## src/rtl/ffa_pkg.sv

```systemverilog
// Package for the first-fit heap allocator: default sizes, codes, states.
// No dependencies.
`timescale 1ns / 1ps

package ffa_pkg;

  localparam int unsigned FFA_HEAP_BYTES   = 1024 * 100;
  localparam int unsigned FFA_HEADER_BYTES = 16;
  localparam int unsigned FFA_MAX_BLOCKS   = 64;
  localparam int unsigned FFA_FIELD_W      = 17;

  typedef enum logic [2:0] {
    STAT_ALLOC   = 3'd0,
    STAT_NOFIT   = 3'd1,
    STAT_FREED   = 3'd2,
    STAT_UNKNOWN = 3'd3,
    STAT_NULL    = 3'd4
  } ffa_status_e;

  typedef enum logic [4:0] {
    ST_INIT,
    ST_IDLE,
    ST_A_RD,
    ST_A_CHK,
    ST_S_SCAN,
    ST_S_WNEW,
    ST_S_RDNX,
    ST_S_WNX,
    ST_A_SPLIT,
    ST_A_GRANT,
    ST_F_RD,
    ST_F_CHK,
    ST_F_NX,
    ST_F_NXC,
    ST_F_NNR,
    ST_F_NNW,
    ST_F_PV,
    ST_F_PVC,
    ST_F_BNR,
    ST_F_BNW,
    ST_RESP
  } ffa_state_e;

endpackage

```

## src/rtl/first_fit_heap_allocator.sv

```systemverilog
// Top level of the first-fit heap allocator with coalescing; uses ffa_pkg and ffa_ram.
// Operation: allocate walks the block list from slot 0, scans for a spare record slot on a
// split and then updates the links; free searches the slots for its block and then merges it
// with free neighbours; the result word then waits in ST_RESP.
// One word at a time: ready stays low from acceptance until the result is taken.
// Reset: one cycle after reset writes the single free block into slot 0, then ready rises.
`timescale 1ns / 1ps

module first_fit_heap_allocator
  import ffa_pkg::*;
#(
  parameter int unsigned HEAP_BYTES   = FFA_HEAP_BYTES,
  parameter int unsigned HEADER_BYTES = FFA_HEADER_BYTES,
  parameter int unsigned MAX_BLOCKS   = FFA_MAX_BLOCKS
) (
  input  logic                   clk_i,
  input  logic                   rst_ni,
  input  logic                   in_valid_i,
  output logic                   in_ready_o,
  input  logic                   req_type_i,
  input  logic [FFA_FIELD_W-1:0] req_size_i,
  input  logic [FFA_FIELD_W-1:0] free_offset_i,
  output logic                   out_valid_o,
  input  logic                   out_ready_i,
  output logic [2:0]             status_o,
  output logic [FFA_FIELD_W-1:0] data_offset_o
);

  localparam int unsigned AW = $clog2(HEAP_BYTES + 1);
  localparam int unsigned CW = ((AW > FFA_FIELD_W) ? AW : FFA_FIELD_W) + 2;
  localparam int unsigned IW = $clog2(MAX_BLOCKS);
  localparam int unsigned SW = $clog2(MAX_BLOCKS + 1);
  localparam int unsigned RW = 2 * AW + 1 + 2 * SW;
  localparam int unsigned PV_LO = 2 * AW + 1 + SW;

  localparam logic [SW-1:0] NIL   = SW'(MAX_BLOCKS);
  localparam logic [CW-1:0] HDR_C = CW'(HEADER_BYTES);

  function automatic logic [RW-1:0] pack_rec(input logic [AW-1:0] st,
                                             input logic [AW-1:0] ln,
                                             input logic          iu,
                                             input logic [SW-1:0] nx,
                                             input logic [SW-1:0] pv);
    return {pv, nx, iu, ln, st};
  endfunction

  ffa_state_e            state_q, state_d;
  logic [MAX_BLOCKS-1:0] valid_q, valid_d;
  logic [CW-1:0]         need_q, need_d;
  logic [FFA_FIELD_W-1:0] off_q, off_d;
  logic [SW-1:0]         cur_q, cur_d;
  logic [SW-1:0]         steps_q, steps_d;
  logic [SW-1:0]         idx_q, idx_d;
  logic [IW-1:0]         ns_q, ns_d;
  logic [SW-1:0]         link_q, link_d;
  logic [RW-1:0]         rec_q, rec_d;
  logic [2:0]            status_q, status_d;
  logic [FFA_FIELD_W-1:0] data_q, data_d;

  logic          ram_we;
  logic [IW-1:0] ram_waddr;
  logic [RW-1:0] ram_wdata;
  logic [IW-1:0] ram_raddr;
  logic [RW-1:0] ram_rdata;

  logic [AW-1:0] rd_start, rd_len, rec_start, rec_len;
  logic          rd_inuse;
  logic [SW-1:0] rd_next, rd_prev, rec_next, rec_prev;

  assign rd_start  = ram_rdata[AW-1:0];
  assign rd_len    = ram_rdata[2*AW-1:AW];
  assign rd_inuse  = ram_rdata[2*AW];
  assign rd_next   = ram_rdata[PV_LO-1:2*AW+1];
  assign rd_prev   = ram_rdata[RW-1:PV_LO];
  assign rec_start = rec_q[AW-1:0];
  assign rec_len   = rec_q[2*AW-1:AW];
  assign rec_next  = rec_q[PV_LO-1:2*AW+1];
  assign rec_prev  = rec_q[RW-1:PV_LO];

  ffa_ram #(
    .WIDTH(RW),
    .DEPTH(MAX_BLOCKS)
  ) u_ffa_ram (
    .clk_i  (clk_i),
    .we_i   (ram_we),
    .waddr_i(ram_waddr),
    .wdata_i(ram_wdata),
    .raddr_i(ram_raddr),
    .rdata_o(ram_rdata)
  );

  always_ff @(posedge clk_i or negedge rst_ni) begin
    if (!rst_ni) begin
      state_q <= ST_INIT;
      valid_q <= MAX_BLOCKS'(1);
    end else begin
      state_q <= state_d;
      valid_q <= valid_d;
    end
  end

  always_ff @(posedge clk_i) begin
    need_q   <= need_d;
    off_q    <= off_d;
    cur_q    <= cur_d;
    steps_q  <= steps_d;
    idx_q    <= idx_d;
    ns_q     <= ns_d;
    link_q   <= link_d;
    rec_q    <= rec_d;
    status_q <= status_d;
    data_q   <= data_d;
  end

  always_comb begin
    state_d   = state_q;
    valid_d   = valid_q;
    need_d    = need_q;
    off_d     = off_q;
    cur_d     = cur_q;
    steps_d   = steps_q;
    idx_d     = idx_q;
    ns_d      = ns_q;
    link_d    = link_q;
    rec_d     = rec_q;
    status_d  = status_q;
    data_d    = data_q;
    ram_we    = 1'b0;
    ram_waddr = '0;
    ram_wdata = '0;
    ram_raddr = '0;
    in_ready_o  = 1'b0;
    out_valid_o = 1'b0;
    unique case (state_q)
      ST_INIT: begin
        ram_we    = 1'b1;
        ram_wdata = pack_rec('0, AW'(HEAP_BYTES), 1'b0, NIL, NIL);
        state_d   = ST_IDLE;
      end
      ST_IDLE: begin
        in_ready_o = 1'b1;
        if (in_valid_i) begin
          if (!req_type_i) begin
            need_d  = CW'(req_size_i) + HDR_C;
            cur_d   = '0;
            steps_d = '0;
            state_d = ST_A_RD;
          end else if (free_offset_i == '0) begin
            status_d = STAT_NULL;
            data_d   = '0;
            state_d  = ST_RESP;
          end else begin
            off_d   = free_offset_i;
            idx_d   = '0;
            state_d = ST_F_RD;
          end
        end
      end
      ST_A_RD: begin
        if (steps_q == NIL || cur_q == NIL) begin
          status_d = STAT_NOFIT;
          data_d   = '0;
          state_d  = ST_RESP;
        end else begin
          ram_raddr = cur_q[IW-1:0];
          state_d   = ST_A_CHK;
        end
      end
      ST_A_CHK: begin
        rec_d = ram_rdata;
        if (valid_q[cur_q[IW-1:0]] && !rd_inuse && CW'(rd_len) >= need_q) begin
          if (CW'(rd_len) > need_q + HDR_C) begin
            idx_d   = '0;
            state_d = ST_S_SCAN;
          end else begin
            state_d = ST_A_GRANT;
          end
        end else begin
          cur_d   = rd_next;
          steps_d = steps_q + SW'(1);
          state_d = ST_A_RD;
        end
      end
      ST_S_SCAN: begin
        if (idx_q == NIL) begin
          state_d = ST_A_GRANT;
        end else if (!valid_q[idx_q[IW-1:0]]) begin
          ns_d    = idx_q[IW-1:0];
          state_d = ST_S_WNEW;
        end else begin
          idx_d = idx_q + SW'(1);
        end
      end
      ST_S_WNEW: begin
        ram_we    = 1'b1;
        ram_waddr = ns_q;
        ram_wdata = pack_rec(AW'(CW'(rec_start) + need_q), AW'(CW'(rec_len) - need_q),
                             1'b0, rec_next, cur_q);
        valid_d[ns_q] = 1'b1;
        state_d = (rec_next != NIL) ? ST_S_RDNX : ST_A_SPLIT;
      end
      ST_S_RDNX: begin
        ram_raddr = rec_next[IW-1:0];
        state_d   = ST_S_WNX;
      end
      ST_S_WNX: begin
        ram_we    = 1'b1;
        ram_waddr = rec_next[IW-1:0];
        ram_wdata = {SW'(ns_q), ram_rdata[PV_LO-1:0]};
        state_d   = ST_A_SPLIT;
      end
      ST_A_SPLIT: begin
        ram_we    = 1'b1;
        ram_waddr = cur_q[IW-1:0];
        ram_wdata = pack_rec(rec_start, AW'(need_q), 1'b1, SW'(ns_q), rec_prev);
        status_d  = STAT_ALLOC;
        data_d    = FFA_FIELD_W'(CW'(rec_start) + HDR_C);
        state_d   = ST_RESP;
      end
      ST_A_GRANT: begin
        ram_we    = 1'b1;
        ram_waddr = cur_q[IW-1:0];
        ram_wdata = pack_rec(rec_start, rec_len, 1'b1, rec_next, rec_prev);
        status_d  = STAT_ALLOC;
        data_d    = FFA_FIELD_W'(CW'(rec_start) + HDR_C);
        state_d   = ST_RESP;
      end
      ST_F_RD: begin
        if (idx_q == NIL) begin
          status_d = STAT_UNKNOWN;
          data_d   = '0;
          state_d  = ST_RESP;
        end else begin
          ram_raddr = idx_q[IW-1:0];
          state_d   = ST_F_CHK;
        end
      end
      ST_F_CHK: begin
        if (valid_q[idx_q[IW-1:0]] && (CW'(rd_start) + HDR_C == CW'(off_q))) begin
          rec_d   = ram_rdata;
          cur_d   = idx_q;
          state_d = ST_F_NX;
        end else begin
          idx_d   = idx_q + SW'(1);
          state_d = ST_F_RD;
        end
      end
      ST_F_NX: begin
        if (rec_next != NIL) begin
          ram_raddr = rec_next[IW-1:0];
          state_d   = ST_F_NXC;
        end else begin
          state_d = ST_F_PV;
        end
      end
      ST_F_NXC: begin
        if (!rd_inuse) begin
          rec_d  = pack_rec(rec_start, rec_len + rd_len, 1'b0, rd_next, rec_prev);
          valid_d[rec_next[IW-1:0]] = 1'b0;
          link_d  = rd_next;
          state_d = (rd_next != NIL) ? ST_F_NNR : ST_F_PV;
        end else begin
          state_d = ST_F_PV;
        end
      end
      ST_F_NNR: begin
        ram_raddr = link_q[IW-1:0];
        state_d   = ST_F_NNW;
      end
      ST_F_NNW: begin
        ram_we    = 1'b1;
        ram_waddr = link_q[IW-1:0];
        ram_wdata = {cur_q, ram_rdata[PV_LO-1:0]};
        state_d   = ST_F_PV;
      end
      ST_F_PV: begin
        ram_we    = 1'b1;
        ram_waddr = cur_q[IW-1:0];
        ram_wdata = pack_rec(rec_start, rec_len, 1'b0, rec_next, rec_prev);
        if (rec_prev != NIL) begin
          ram_raddr = rec_prev[IW-1:0];
          state_d   = ST_F_PVC;
        end else begin
          status_d = STAT_FREED;
          data_d   = '0;
          state_d  = ST_RESP;
        end
      end
      ST_F_PVC: begin
        status_d = STAT_FREED;
        data_d   = '0;
        state_d  = ST_RESP;
        if (!rd_inuse) begin
          ram_we    = 1'b1;
          ram_waddr = rec_prev[IW-1:0];
          ram_wdata = pack_rec(rd_start, rd_len + rec_len, 1'b0, rec_next, rd_prev);
          valid_d[cur_q[IW-1:0]] = 1'b0;
          if (rec_next != NIL) begin
            state_d = ST_F_BNR;
          end
        end
      end
      ST_F_BNR: begin
        ram_raddr = rec_next[IW-1:0];
        state_d   = ST_F_BNW;
      end
      ST_F_BNW: begin
        ram_we    = 1'b1;
        ram_waddr = rec_next[IW-1:0];
        ram_wdata = {rec_prev, ram_rdata[PV_LO-1:0]};
        state_d   = ST_RESP;
      end
      ST_RESP: begin
        out_valid_o = 1'b1;
        if (out_ready_i) begin
          state_d = ST_IDLE;
        end
      end
      default: begin
        state_d = ST_IDLE;
      end
    endcase
  end

  assign status_o      = status_q;
  assign data_offset_o = data_q;

endmodule

```

## src/rtl/ffa_ram.sv

```systemverilog
// Generic single-write, single-read RAM with registered read data.
// No dependencies.
`timescale 1ns / 1ps

module ffa_ram #(
  parameter int unsigned WIDTH = 8,
  parameter int unsigned DEPTH = 64
) (
  input  logic                     clk_i,
  input  logic                     we_i,
  input  logic [$clog2(DEPTH)-1:0] waddr_i,
  input  logic [WIDTH-1:0]         wdata_i,
  input  logic [$clog2(DEPTH)-1:0] raddr_i,
  output logic [WIDTH-1:0]         rdata_o
);

  logic [WIDTH-1:0] mem_q [DEPTH];
  logic [WIDTH-1:0] rdata_q;

  always_ff @(posedge clk_i) begin
    if (we_i) begin
      mem_q[waddr_i] <= wdata_i;
    end
    rdata_q <= mem_q[raddr_i];
  end

  assign rdata_o = rdata_q;

endmodule

```

## config.mk

```make
export PLATFORM = sky130hd
export DESIGN_NAME = first_fit_heap_allocator
export DESIGN_NICKNAME = d
export VERILOG_FILES = /design/src/rtl/ffa_pkg.sv /design/src/rtl/first_fit_heap_allocator.sv /design/src/rtl/ffa_ram.sv
export SDC_FILE = /design/constraint.sdc
export NUM_CORES = 2
export LEC_CHECK = 0
export BUFFER_PORTS_ARGS = -buffer_cell sky130_fd_sc_hd__buf_2
export CORE_MARGIN = 8
export CORE_UTILIZATION = 42
export CTS_BUF_LIST = sky130_fd_sc_hd__clkbuf_8
export DETAILED_ROUTE_END_ITERATION = 7
export PLACE_DENSITY_LB_ADDON = 0.3
export SKIP_LAST_GASP = 1
export SLEW_MARGIN = 10
export SYNTH_ARGS = -nofsm -noshare
export SYNTH_HDL_FRONTEND = slang
export SYNTH_SLANG_ARGS = --single-unit
```

## constraint.sdc

```tcl
create_clock -name clk_i -period 6.4 [get_ports clk_i]
set_input_delay 0.64 -clock clk_i [delete_from_list [all_inputs] [get_ports clk_i]]
set_output_delay 0.64 -clock clk_i [all_outputs]
set_load 0.01 [all_outputs]
```

==> metrics.md <==
| Metric | Value |
|---|---|
| Status | complete, but fails checks |
| Failing checks | design-rule violations |
| Post-DRT Antenna Nets | 0 |
| Clock slew at reported path FFs | approximately 0.06 ns |
| Die ar. | 347,000 um2 |
| Die Ht | 589 um |
| Primary FF master, synth | edfxtp_1 |
| PD cells | 425 nW/um2 |
| Final worst setup slack | roughly 0.91 ns |
| Total CTS buffers | about 550 |
| Slowest-stage cell, CP | nor4b_1 |
| First-pass GRT wire length | ~650,000 um |
| Yosys reg bits | 3,390 |
| Number of global-route vias before repair | approximately 88,000 |
| Rel. slew slack | 13.6% |
| Fill count | 27,800 |
| CTS Sinks | between 3,000 and 4,000 |
| TritonCTS clock tree | done |
| Largest net degree at the start of global routing | between 100 and 150 |
| Final period util | roughly 86% |
| Most used cell, CP | buf_4 |
| Setup violators final | 0 |
| Reg2Reg Depth | 13 |
| Maxcap violations | 0 |
| CP required | approximately 7.3 ns |
| Top post-synthesis cells by area | edfxtp_1 (71%), nand2_1 (5.3%), mux2i_1 (2.7%) |
| CTS H-tree lvls | 6 |
| Clock latency on the worst-skew pair | between 1 and 1.5 ns |
| Starting DRC count in detailed routing | about 14,000 |
| Hold_ws | between 0.1 and 0.15 ns |
| Layout cell share with drive strength beyond 1 | between 10% and 20% |
| Synth warnings | 0 |
| Min Tclk post-route | about 5.5 ns |
| CP delay by family, top | simple AND/OR/NAND/NOR gates |
| Chip width | 589 um |
| Ports | a little over 60 |
| Post-route cell area | between 150,000 and 200,000 um2 |
| Top cell type's share of synthesized area | a little over 70% |
| Total gr overflow | 0 |
| CP Launch Type | flip-flop |
| Nets | between 10,000 and 15,000 |
| 1st-pass router iterations | 8 |
| Root Buffer | clkbuf_8 |
| Setup crit start | state_q[1] |
| Setup_tns | 0 ns |
| Slew Limit Fails | 0 |
| Crit-path cells | buf_4 -> nand2b_1 -> buf_4 -> nor3_1 -> a222oi_1 -> buf_4 -> and2_4 -> nand2_4 -> buf_4 -> o22ai_1 -> nor4b_1 -> o22ai_1 -> or3_1 |
| Number of unique standard cell types used by synthesis | 92 |
| Ys async rst share | 2.04% |
| Area grow syn2layout | 13.9% |
| Slowest stage delay, CP | ~0.96 ns |
| Hold Path Class | in -> reg |
| DP HPWL | ~260,000 um |
| Peak supply drop | roughly 340 uV |
| Stages on worst setup path | 13 |
| RSZ-0062 raised after global routing | false |
| Post-CTS setup buffer count | 0 |
| Critical path buffers and inverters | 4 |
| Dpl cell area | 147,000 um2 |
| Synthesized area | ~140,000 um2 |
| Clk_skew | ~0.076 ns |
| Post-Syn Area per Cell | between 10 and 15 um2 |
| WL/cell | approximately 31 um |
| Leak | 53.3 nW |
| Hold buffer count at cts | 42 |
| Post-CTS Resized | 0 |
| Post-synthesis instance total | 9,672 |
| Slew @ Worst Pin | approximately 1.3 ns |
| Min-delay src | in_valid_i |
| Total track usage | 25.9% |
| Critical Path AT | around 6.4 ns |
| Hold Crit Depth | 4 |
| Core area | between 300,000 and 400,000 um2 |
| Clock Tree Buf Depth | 4 |
| Hold Fails Final Rpt | 0 |
| Final Util | 48.0% |
| Crit Path Class | reg -> reg |
| Via density | 6.18 |
| CP endpoint kind | flip-flop |
| Area leader, netlist | edfxtp_1 |
| Post-synthesis sequential area ratio | 73.2% |
| Post-synth EDFFs | 3,272 |
| Most frequent cells after synthesis | edfxtp_1 (3,272), nand2_1 (1,940), nand3_1 (585) |
| GPL Wtd Cong | slightly below 0.9 |
| Place WS | about 1.2 ns |
| CP max FO | 21 |
| Syn_nets | 9,800 |
| Initial core utilization | a little over two fifths |
| Most frequent cell after synthesis | edfxtp_1 |
| Initial antenna violation count | 14 |
| DRC viols | 4 |
| Fmax | ~180 MHz |
| Crit Reg-Reg Startpoint | state_q[1] |
| Port buffer count | 60 |
| Row cnt | 210 |
| Via count | 92,200 |
| WL final | 469,000 um |
## sequential cells by signal, summed over array words and instances (netlist names)
signal and flops:
off_q 17, u_ffa_ram.rdata_o 49, rec_q 48, link_q 6, need_q 18, data_offset_o 17
steps_q 7, status_o 3, valid_q 64, ns_q 6, cur_q 7, idx_q 7
state_q 5, u_ffa_ram.mem_q 3136
## placed cells by master (no fill, tap or decap), types with 68 or more instances in the layout
cell type | Yosys | final
clkbuf_8 | 0 | 584
a22oi_1 | 96 | 96
o22ai_1 | 139 | 139
a21oi_1 | 554 | 553
mux2i_1 | 373 | 373
nor4_1 | 178 | 176
inv_1 | 46 | 235
edfxtp_1 | 3272 | 3272
buf_12 | 0 | 124
and3_1 | 160 | 159
ha_1 | 86 | 86
nand3_1 | 585 | 578
nor2_1 | 182 | 113
o21ai_0 | 188 | 176
nand2_1 | 1940 | 1920
a211oi_1 | 135 | 134
clkinv_1 | 1 | 104
a31oi_1 | 93 | 93
dfrtp_1 | 68 | 68
buf_4 | 16 | 302
mux4_2 | 136 | 136
## through the flow
stage,cells,power [mW]
2_1_floorplan,9672,40.9
3_3_place_gp,13900,48.8
3_5_place_dp,13900,49.2
4_1_cts,14900,66.5
5_1_grt,14900,69.0
6_report,14900,66.8
## per-layer routing
layer / global-route usage, % / up-vias / routed length, um
met1: 34.5 / 46500 / 175000
met4: 11.5 / 2 / 23400
met3: 6.14 / 1219 / 57800
met5: 0 / - / 13
li1: - / 38100 / -
met2: 40.6 / 6407 / 213000
## tightest hold or removal path: cells and delay by family
family / cells / cell delay (ns)
buffers and inverters: 1 / 0.14
AO/OA/AOI/OAI: 2 / 0.29
AND/OR/NAND/NOR: 1 / 0.06
## cell type report
cell class                      count  area (um2)  share of cell area [%]
Clock inverter                    374        1900                    1.21
Timing Repair Buffer              528        5470                    3.48
Antenna cell                       11        27.5                  0.0175
Tap cell                         4346        5440                    3.46
Clock buffer                      584        8040                    5.11
Inverter                           47         176                   0.112
Sequential cell                  3390      101000                    64.2
Multi-Input combinational cell   5630       35100                    22.4
## cell families after synthesis
kind of cell | after synthesis | synth area share [%]
buffers and inverters | 652 | 2.03
AO/OA/AOI/OAI | 1638 | 7.74
adder cells (fa/ha/maj) | 89 | 0.824
flip-flops | 3390 | 73.2
XOR/XNOR | 109 | 0.692
multiplexers | 515 | 4.98
AND/OR/NAND/NOR | 3279 | 10.5
## path summary, 6_finish.rpt
kind / endpoint / slack (ns)
min reg2reg: valid_q[52] / 0.53
max reg2reg: u_ffa_ram.rdata_o[18] / 0.91
max in group asynchronous: valid_q[31] / 5.38
max: u_ffa_ram.rdata_o[18] / 0.91
min in group asynchronous: state_q[0] / 0.33
min: state_q[0] / 0.12
## report_power, final
group / switching [mW] / internal [mW]
registers: 1.49 / 28.1
clock network: 8.61 / 8.83
logic: 13.8 / 5.97
No activity file was read; power rests on OpenSTA's default activity.
